### src/design/pcrx_pkg.sv
// Shared types and constants for the SHA-1 PCR bank.
// Used by the controller, the datapath, the top level and the checker.
`default_nettype none

package pcrx_pkg;

	// Field widths
	localparam int IDX_W       = 5;
	localparam int WORD_W      = 32;
	localparam int PCR_W       = 160;
	localparam int ACT_W       = 2;
	localparam int IN_TDATA_W  = 168;  // 165 bits of fields, padded to bytes
	localparam int IN_TUSER_W  = 2;
	localparam int OUT_TDATA_W = 160;
	localparam int OUT_TUSER_W = 1;

	// Action codes
	localparam logic [ACT_W-1:0] ACT_READ   = 2'd0;
	localparam logic [ACT_W-1:0] ACT_WRITE  = 2'd1;
	localparam logic [ACT_W-1:0] ACT_EXTEND = 2'd2;

	// Status codes
	localparam logic STAT_OK  = 1'b0;
	localparam logic STAT_BAD = 1'b1;

	// SHA-1
	localparam int ROUNDS     = 80;
	localparam int ROUND_CNT_W = 7;
	localparam int SCHED_N    = 16;

	localparam logic [WORD_W-1:0] IV0 = 32'h6745_2301;
	localparam logic [WORD_W-1:0] IV1 = 32'hEFCD_AB89;
	localparam logic [WORD_W-1:0] IV2 = 32'h98BA_DCFE;
	localparam logic [WORD_W-1:0] IV3 = 32'h1032_5476;
	localparam logic [WORD_W-1:0] IV4 = 32'hC3D2_E1F0;

	localparam logic [WORD_W-1:0] K0 = 32'h5A82_7999;
	localparam logic [WORD_W-1:0] K1 = 32'h6ED9_EBA1;
	localparam logic [WORD_W-1:0] K2 = 32'h8F1B_BCDC;
	localparam logic [WORD_W-1:0] K3 = 32'hCA62_C1D6;

	// Padding words for a 40-byte message in one block
	localparam logic [WORD_W-1:0] PAD_WORD = 32'h8000_0000;
	localparam logic [WORD_W-1:0] LEN_WORD = 32'd320;

	// Round function groups
	localparam logic [1:0] GRP_CH  = 2'd0;
	localparam logic [1:0] GRP_P1  = 2'd1;
	localparam logic [1:0] GRP_MAJ = 2'd2;
	localparam logic [1:0] GRP_P2  = 2'd3;

	typedef logic [WORD_W-1:0] word_t;

	// Controller -> datapath
	typedef struct packed {
		logic       capture;    // input transfer this cycle
		logic       load_hash;  // seed state and schedule
		logic       round;      // run one compression round
		logic [1:0] grp;        // round function group
		logic       finish;     // write back and load output register
	} dp_cmd_t;

	// Datapath -> controller
	typedef struct packed {
		logic [ACT_W-1:0] action;
		logic             bad_idx;
		logic             out_free;
	} dp_stat_t;

endpackage

`default_nettype wire

### src/design/pcrx_ctrl.sv
// Sequencer for the PCR bank: input handshake, round counter, write-back.
// Depends on pcrx_pkg.
`default_nettype none

module pcrx_ctrl (
	input  wire logic              clk,
	input  wire logic              arst_n,
	input  wire logic              s_tvalid,
	output logic                   s_tready,
	input  wire pcrx_pkg::dp_stat_t stat,
	output pcrx_pkg::dp_cmd_t      cmd
);
	import pcrx_pkg::*;

	localparam logic [1:0] ST_IDLE  = 2'd0;
	localparam logic [1:0] ST_LOAD  = 2'd1;
	localparam logic [1:0] ST_ROUND = 2'd2;
	localparam logic [1:0] ST_FIN   = 2'd3;

	logic [1:0]             state_q;
	logic [ROUND_CNT_W-1:0] cnt_q;
	logic                   last_round;
	logic                   do_extend;

	assign s_tready   = (state_q == ST_IDLE);
	assign last_round = (cnt_q == ROUND_CNT_W'(ROUNDS - 1));
	assign do_extend  = !stat.bad_idx && (stat.action == ACT_EXTEND);

	always_comb begin
		cmd           = '0;
		cmd.capture   = s_tvalid && s_tready;
		cmd.load_hash = (state_q == ST_LOAD) && do_extend;
		cmd.round     = (state_q == ST_ROUND);
		cmd.finish    = (state_q == ST_FIN) && stat.out_free;
		priority if (cnt_q < ROUND_CNT_W'(20))
			cmd.grp = GRP_CH;
		else if (cnt_q < ROUND_CNT_W'(40))
			cmd.grp = GRP_P1;
		else if (cnt_q < ROUND_CNT_W'(60))
			cmd.grp = GRP_MAJ;
		else
			cmd.grp = GRP_P2;
	end

	always_ff @(posedge clk or negedge arst_n) begin
		if (!arst_n) begin
			state_q <= ST_IDLE;
			cnt_q   <= '0;
		end else begin
			unique case (state_q)
				ST_IDLE: begin
					if (s_tvalid)
						state_q <= ST_LOAD;
				end
				ST_LOAD: begin
					cnt_q   <= '0;
					state_q <= do_extend ? ST_ROUND : ST_FIN;
				end
				ST_ROUND: begin
					cnt_q <= cnt_q + ROUND_CNT_W'(1);
					if (last_round)
						state_q <= ST_FIN;
				end
				ST_FIN: begin
					if (stat.out_free)
						state_q <= ST_IDLE;
				end
				default: state_q <= ST_IDLE;
			endcase
		end
	end

endmodule

`default_nettype wire

### config.mk
export PLATFORM = sky130hd
export DESIGN_NAME = pcrx_ctrl
export DESIGN_NICKNAME = d
export VERILOG_FILES = /design/src/design/pcrx_pkg.sv /design/src/design/pcrx_ctrl.sv
export SDC_FILE = /design/constraint.sdc
export NUM_CORES = 1
export LEC_CHECK = 0
export BUFFER_PORTS_ARGS = -buffer_cell sky130_fd_sc_hd__buf_2
export CAP_MARGIN = 25
export CELL_PAD_IN_SITES_DETAIL_PLACEMENT = 0
export CELL_PAD_IN_SITES_GLOBAL_PLACEMENT = 1
export CORE_MARGIN = 4
export CORE_UTILIZATION = 37
export DETAILED_ROUTE_END_ITERATION = 7
export PLACE_DENSITY_LB_ADDON = 0.1
export SLEW_MARGIN = 5
export SYNTH_ARGS = -nofsm -noshare
export SYNTH_HDL_FRONTEND = slang
export SYNTH_SLANG_ARGS = --single-unit
### constraint.sdc
create_clock -name clk -period 2 [get_ports clk]
set_input_delay 0.1 -clock clk [delete_from_list [all_inputs] [get_ports clk]]
set_output_delay 0.1 -clock clk [all_outputs]
set_load 0.05 [all_outputs]
==> results.toml, run 1 <==
[synth]
synth_area_leaders = "dfrtp_1 37%, ha_1 12%, o21ai_0 6.5%"
avgSynthCellArea_um2 = 8.57
synth_compound_area_share_pct = 15.6
yosysWarnings = 0
synth_fa_ha_area_share_pct = 12.2
syn_area_um2 = 617
synthXorXnorAreaFrac_pct = 1.42
async_reset_ff_share_pct = 100
synth_edf_count = 0
yosysTopAreaCellShare_pct = 36.5
yosys.area_share.simple_pct = 23.5
synthCells = 72
synthDistinctLibCells = 25
synth_top_family_by_area = "simple AND/OR/NAND/NOR gates"
netlist.top_cell.by_area = "dfrtp_1"
syn_nets = 85
synth.area.mux_share_pct = 3.65
synth_flop_cell = "dfrtp_1"
yosysSeqAreaShare_pct = 36.5
synth_seq_cells = 9

[global_route]
grt_pass1_vias = 472
track_usage_pct = 10.9
grt_overflow = 0
grt_max_degree = 13
antenna_found_initial = 0
grt_pass1_wl_um = 2010

[critical_path]
cp.arrival_ns = 1.82
path_cells = "inv_1, ha_1, a222oi_1, nand2_1, mux2_1"
start_kind = "flip-flop"
cp-end-kind = "flip-flop"
cp_slowest_cell = "dfrtp_1"
path_class = "reg -> reg"
cp.required_ns = 2.14
slowest_delay_ns = 0.40
cp_max_fo = 10

[power_and_ir_drop]
p_switching_w = 0.000446
p_sw_share_pct = 47.4
pwr_density_cell_nw_per_um2 = 1280
p_leak_nw = 0.351
power_frac_seq_pct = 28.1
p_comb_share_pct = 57.0
internal-power_w = 0.000495
clockPowerShare_pct = 14.9
ir_drop_uv = 632

[drt]
first_iter_violations = 14
wl_um = 1180
route.vias.total = 541
routedWlPerCell_um = 11.3
avgViaCountPerCell = 5.15
ant_nets = 0
firstDrtPassIters = 4
drcViolationCount = 0

[sta]
setup_viol = 0
tns_ns = 0
rsz0062_at_grt = "false"
period_needed_ns = 1.68
relSlewSlack_pct = 78.6
clock_skew_ns = 0.00291
max_freq_mhz = 595
finalCritPeriodShare_pct = 84.0
drv_slew = 0
tightest_slew_ns = 0.322
finalHoldViolations = 0
setup_slack_ns = 0.320

[finish]
post-route-cell-area_um2 = 737
n_antenna_cell = 0
nNetsFinal = 103
area_growth_pct = 19.5
final_cell_mix = "13 x buf_2, 9 x dfrtp_1, 8 x inv_1, 8 x o21ai_0, 7 x nand2_1"
final_cell_count_no_fill = 105
layout_commonest_cell = "buf_2"
drive_above_1_share_pct = 20.2

[clocking]
clk_root_buffer_cell = "clkbuf_4"
clk_latency_ns = 0.26
path_clk_slew_ns = 0.06
clock-sinks = 9
clock_path_buffers = 2
cts_resized = 0
htree_levels = 1
cts_made_buffers = 3
cts_tree = "built"

[place]
pre_cts_ws_ns = 0.300
placed_cell_area_um2 = 701
gp_congestion = 0.695
io_buffer_count = 13
placed_cells = 100
post-dp-hpwl_um = 907

[status]
status = "finished, final reports clean"

[floorplanning]
die_h_um = 48.8
die_w_um = 48.8
start_util_pct = 40.0
dieArea_um2 = 2380
coreArea_um2 = 1540
rows = 14
io_pins = 14

[run]
drv_cap = 0

[min_path]
min_path_type = "in -> async"
-- final cells by class --
type                       instances  area (um^2)
fill                             150          805
multi-input combinational         52          348
sequential                         9          225
timing repair buffer              15         82.6
inverter                           9         35.0
clock buffer                       4         26.3
tap                               16         20.0
-- logic make-up after synthesis --
logic type | count (synthesis)
DFF | 9
AOI/OAI and AO/OA | 16
adders and majority gates | 6
buffers and inverters | 11
muxes | 2
xor gates and xnor gates | 1
and+or+nand+nor | 27
-- cell usage after synthesis (3+ instances only) --
master and number:
nand2b_1 3, dfrtp_1 9, o21ai_0 8, nand2_1 7
nand3_1 4, ha_1 6, inv_1 8, and2_1 4
-- worst paths after layout --
check | start | to | slack [ns] | cells after the start
min in group clk | stat[1] | state_q[0]$_DFFE_PN0P_ | 0.27 | 4
min | arst_n | state_q[1]$_DFFE_PN0P_ | 0.22 | 2
max in group asynchronous | arst_n | cnt_q[3]$_DFFE_PN0P_ | 1.60 | 2
max | state_q[0]$_DFFE_PN0P_ | state_q[1]$_DFFE_PN0P_ | 0.32 | 5
min reg2reg | cnt_q[1]$_DFFE_PN0P_ | cnt_q[1]$_DFFE_PN0P_ | 0.56 | 2
max reg2reg | state_q[0]$_DFFE_PN0P_ | state_q[1]$_DFFE_PN0P_ | 0.32 | 5
-- flip-flops by register name (all words and copies together), names as in the netlist --
name     flops
cnt_q        7
state_q      2
-- routing by layer --
metal	wire length [um]	part of all wire [%]	global-route usage (%)
met1	554	47	12.4
met2	519	44	16.3
met3	80	6.8	3.36
met4	28	2.4	9.42
met5	0	0	0
-- power by group through the flow --
stage | sequential (W) | combinational, W | clock (W)
floorplan | 0.000260 | 0.000428 | 0
global placement | 0.000268 | 0.000539 | 0
detailed placement | 0.000268 | 0.000542 | 0
CTS | 0.000265 | 0.000545 | 0.000148
global route | 0.000272 | 0.000607 | 0.000159
finish | 0.000264 | 0.000536 | 0.000140
-- critical path, delay by kind of cell, from the launching register on --
family                   cells  cell delay, ns
buffers and inverters        1            0.11
AO/OA/AOI/OAI                1            0.28
flip-flops                   1            0.40
adder cells (fa/ha/maj)      1            0.33
multiplexers                 1            0.32
AND/OR/NAND/NOR              1            0.13
-- per-stage QoR --
stage          utilization [%]  power, W  hold WS (ns)
4_1_cts                   47.8  0.000957         0.218
3_3_place_gp              45.5  0.000807       -0.0351
5_1_grt                   47.8   0.00104         0.250
2_1_floorplan                -  0.000688        -0.196
6_report                  47.8  0.000941         0.219
3_5_place_dp              45.5  0.000810       -0.0351
-- what timing repair did --
action | CTS | global route
buffers inserted | 0 | 0
hold endpoints to repair | 9 | 0
hold buffers | 1 | 0
Note: power is estimated with default switching activity, not from simulation.
==> run 2: changes to the inputs <==
- CORE_UTILIZATION: 37 -> 34
- clock period: 2 -> 1.5 ns (I/O delays scaled with it)
==> results.toml, run 2 (same netlist as run 1, synthesis figures left out) <==
[clocking]
cts_tree = "built"
clock-sinks = 9
clock_path_buffers = 2
path_clk_slew_ns = 0.06
clk_root_buffer_cell = "clkbuf_4"
htree_levels = 1
cts_made_buffers = 3
clk_latency_ns = 0.26

[finish]
nFillCells = 186
post-route-cell-area_um2 = 883
n_antenna_cell = 0
area_growth_pct = 43.2
drive_above_1_share_pct = 39.4
ff_latch_area_um2 = 228
reg.largest.list = "cnt_q (7), state_q (2)"
final_cell_count_no_fill = 124
multi_input_area_um2 = 387
nNetsFinal = 113
regMostFlops = "cnt_q"
final_cell_mix = "10 x buf_2, 10 x buf_4, 7 x nand2_1, 7 x o21ai_0, 7 x dfrtp_1"
largest_reg_flops = 7

[sta]
period_needed_ns = 1.51
finalCritPeriodShare_pct = 101
setup_viol = 2
tightest_slew_ns = 0.259
clock_skew_ns = 0.00425
drv_slew = 0
rsz0062_at_grt = "true"
max_freq_mhz = 660
finalHoldViolations = 0
relSlewSlack_pct = 82.7
setup_slack_ns = -0.0141

[global_route]
track_usage_pct = 11.2
grt_pass1_wl_um = 2170
antenna_found_initial = 0
grt_overflow = 0
grt_pass1_vias = 504
grt_max_degree = 13

[min_path]
min_path_type = "in -> async"

[power_and_ir_drop]
p_switching_w = 0.000679
pwr_density_cell_nw_per_um2 = 1730
clockPowerShare_pct = 12.1
internal-power_w = 0.000849
ir_drop_uv = 1170
p_sw_share_pct = 44.5
p_leak_nw = 0.406
power_frac_seq_pct = 23.6
p_comb_share_pct = 64.3

[status]
violations = "setup timing"
status = "finished with violations"

[critical_path]
start_kind = "flip-flop"
reg2reg_to = "state_q[1]$_DFFE_PN0P_"
cp-end-kind = "flip-flop"
cp_max_fo = 4
r2r_setup_slack_ns = -0.01
reg2reg_depth = 5
cp.required_ns = 1.64
r2r_start = "state_q[0]$_DFFE_PN0P_"
cp.arrival_ns = 1.65
path_class = "reg -> reg"

[floorplanning]
coreArea_um2 = 1730
rows = 15
dieArea_um2 = 2560
io_pins = 14
start_util_pct = 35.7
die_h_um = 50.6
die_w_um = 50.6

[run]
drv_cap = 0

[place]
pre_cts_ws_ns = -0.00622
io_buffer_count = 13
placed_cells = 116
gp_congestion = 0.742
placed_cell_area_um2 = 790
post-dp-hpwl_um = 992

[drt]
first_iter_violations = 10
routedWlPerCell_um = 10.5
wl_um = 1300
ant_nets = 0
avgViaCountPerCell = 4.70
firstDrtPassIters = 4
drcViolationCount = 0
route.vias.total = 583
[run 2: critical path, stage by stage, from the launching register on]
cell      delay [ns]
dfrtp_1         0.38
inv_2           0.09
ha_4            0.16
a222oi_1        0.29
nand2_1         0.15
mux2_4          0.32
[run 2: what timing repair did]
| item | in CTS | in global routing |
|---|---|---|
| gates resized for setup | 4 | 11 |
| endpoints found under the setup margin | 4 | 5 |
| hold buffers | 1 | 0 |
| endpoints found under the hold margin | 9 | 0 |
| pin swaps | 0 | 5 |
| setup buffers | 1 | 2 |
[run 2: worst max-delay path by stage]
stage	end	from
6_report	state_q[1]$_DFFE_PN0P_	state_q[0]$_DFFE_PN0P_
5_1_grt	state_q[0]$_DFFE_PN0P_	state_q[0]$_DFFE_PN0P_
4_1_cts	state_q[0]$_DFFE_PN0P_	state_q[1]$_DFFE_PN0P_
3_5_place_dp	state_q[0]$_DFFE_PN0P_	state_q[1]$_DFFE_PN0P_
3_3_place_gp	state_q[0]$_DFFE_PN0P_	state_q[0]$_DFFE_PN0P_
2_1_floorplan	state_q[1]$_DFFE_PN0P_	state_q[0]$_DFFE_PN0P_
[run 2: layout make-up]
class | count | area share [%]
Clock buffer | 4 | 2.97
Inverter | 9 | 3.97
Multi-Input combinational cell | 52 | 43.8
Sequential cell | 9 | 25.8
Tap cell | 25 | 3.54
Timing Repair Buffer | 25 | 20.0
[run 2: routing by layer]
layer | up-vias | global-route usage, % | wire, um
met3 | 4 | 3.26 | 60
met4 | 0 | 5.38 | 25
met2 | 11 | 17.0 | 606
met5 | - | 0 | 0
li1 | 302 | - | -
met1 | 266 | 14.3 | 610
[run 2: metrics by stage]
step | util (%) | power, W | TNS, ns | hold WS, ns
detailed placement | 45.7 | 0.00123 | -0.0115 | -0.0592
CTS | 48.6 | 0.00144 | -0.0382 | 0.199
global route | 51.2 | 0.00167 | -0.235 | 0.210
finish | 51.2 | 0.00153 | -0.0267 | 0.188
global placement | 45.7 | 0.00122 | -0.0218 | -0.0596
floorplan | - | 0.00103 | -0.184 | -0.221
[run 2: power by group through the flow]
stage / Sequential (W) / Combinational, W / Clock [W]
global placement: 0.000354 / 0.000870 / 0
floorplan: 0.000356 / 0.000672 / 0
CTS: 0.000352 / 0.000892 / 0.000193
finish: 0.000361 / 0.000983 / 0.000184
detailed placement: 0.000355 / 0.000879 / 0
global route: 0.000372 / 0.00109 / 0.000209
==> run 3: changes to the inputs <==
- CORE_UTILIZATION: 34 -> 37
- clock period: 1.5 -> 1.6 ns (I/O delays scaled with it)
==> results.toml, run 3 (same netlist as run 1, synthesis figures left out) <==
[global_route]
grt_pass1_vias = 484
track_usage_pct = 11.8
grt_max_degree = 13
grt_overflow = 0
antenna_found_initial = 0
grt_pass1_wl_um = 2190

[finish]
final_cell_count_no_fill = 111
reg.largest.list = "cnt_q (7), state_q (2)"
post-route-cell-area_um2 = 820
nNetsFinal = 109
final_cell_mix = "13 x buf_2, 7 x nand2_1, 7 x o21ai_0, 7 x buf_4"
nFillCells = 156
layout_commonest_cell = "buf_2"
drive_above_1_share_pct = 35.8
regMostFlops = "cnt_q"
n_antenna_cell = 0
largest_reg_flops = 7
area_growth_pct = 32.9

[floorplanning]
rows = 14
die_w_um = 48.8
coreArea_um2 = 1540
io_pins = 14
die_h_um = 48.8
start_util_pct = 40.0
dieArea_um2 = 2380

[place]
io_buffer_count = 13
post-dp-hpwl_um = 953
placed_cell_area_um2 = 741
placed_cells = 102
gp_congestion = 0.713

[sta]
tightest_slew_ns = 0.270
rsz0062_at_grt = "true"
tns_ns = 0
finalCritPeriodShare_pct = 98.0
whs_ns = 0.191
max_freq_mhz = 638
relSlewSlack_pct = 82.0
finalHoldViolations = 0
setup_viol = 0
clock_skew_ns = 0.00497
period_needed_ns = 1.57
drv_slew = 0

[drt]
first_iter_violations = 12
route.vias.total = 546
firstDrtPassIters = 4
drcViolationCount = 0
avgViaCountPerCell = 4.92
wl_um = 1330
routedWlPerCell_um = 12.0
ant_nets = 0

[critical_path]
cp.required_ns = 1.75
path_class = "reg -> reg"
cp-end-kind = "flip-flop"
cp_slowest_cell = "dfrtp_2"
reg2reg_depth = 4
crit_start = "state_q[1]$_DFFE_PN0P_"
cp.arrival_ns = 1.71
cp_max_fo = 5
start_kind = "flip-flop"
r2r_start = "state_q[1]$_DFFE_PN0P_"
r2r_setup_slack_ns = 0.03
slowest_delay_ns = 0.45
reg2reg_to = "state_q[1]$_DFFE_PN0P_"
path_cells = "ha_1, a222oi_1, nand2_1, mux2_4"

[power_and_ir_drop]
p_total_w = 0.00139
ir_drop_uv = 1140
pwr_density_cell_nw_per_um2 = 1700
p_leak_nw = 0.386

[clocking]
clk_latency_ns = 0.26
clock_path_buffers = 2
path_clk_slew_ns = 0.07
htree_levels = 1
clk_root_buffer_cell = "clkbuf_4"
cts_made_buffers = 3
clock-sinks = 9
cts_tree = "built"

[run]
drv_cap = 0

[min_path]
min_path_type = "in -> async"

[status]
status = "finished, final reports clean"
## run 3: worst max path at each step
stage | endpoint | depth (start not counted) | slack, ns
2_1_floorplan | state_q[1]$_DFFE_PN0P_ | 6 | 0.008
3_3_place_gp | state_q[0]$_DFFE_PN0P_ | 5 | 0.02
3_5_place_dp | state_q[0]$_DFFE_PN0P_ | 5 | -0.01
4_1_cts | cmd[1] | 4 | 0.004
5_1_grt | state_q[1]$_DFFE_PN0P_ | 5 | -0.06
6_report | state_q[1]$_DFFE_PN0P_ | 4 | 0.03
## run 3: per-stage QoR
step	setup WS, ns	util [%]
2_1_floorplan	0.00799	-
3_3_place_gp	0.0205	48.1
3_5_place_dp	-0.0143	48.1
4_1_cts	0.00388	50.6
5_1_grt	-0.0608	53.2
6_report	0.0324	53.2
## run 3: final cells by class
class / count / area, um^2 / share of cell area [%]
clock buffer: 3 / 22.5 / 2.75
clock inverter: 1 / 5.00 / 0.611
inverter: 9 / 35.0 / 4.27
multi-input combinational: 52 / 380 / 46.4
sequential: 9 / 229 / 27.9
tap: 16 / 20.0 / 2.44
timing repair buffer: 21 / 128 / 15.6
## run 3: repair_timing
action                     in CTS  in global routing
resized for setup               1                  6
hold endpoints to repair        9                  0
setup buffers                   0                  4
setup endpoints to repair       2                  3
pin swaps                       0                  2
hold buffers                    1                  0
## run 3: routing by layer
metal,track usage (%),routed length (um)
met2,15.9,543
met1,15.5,685
met5,0,0
met3,6.73,89
met4,4.04,16
## run 3: critical path, delay by kind of cell, from the launching register on
family,cells,cell delay [ns]
AOI/OAI and AO/OA,1,0.31
DFF,1,0.45
muxes,1,0.32
and+or+nand+nor,1,0.17
adders and majority gates,1,0.20
## run 3: power breakdown
part,internal (W),switching [W]
combinational,0.000374,0.000490
clock,0.0000923,0.0000892
sequential,0.000285,0.0000619
total,0.000752,0.000641
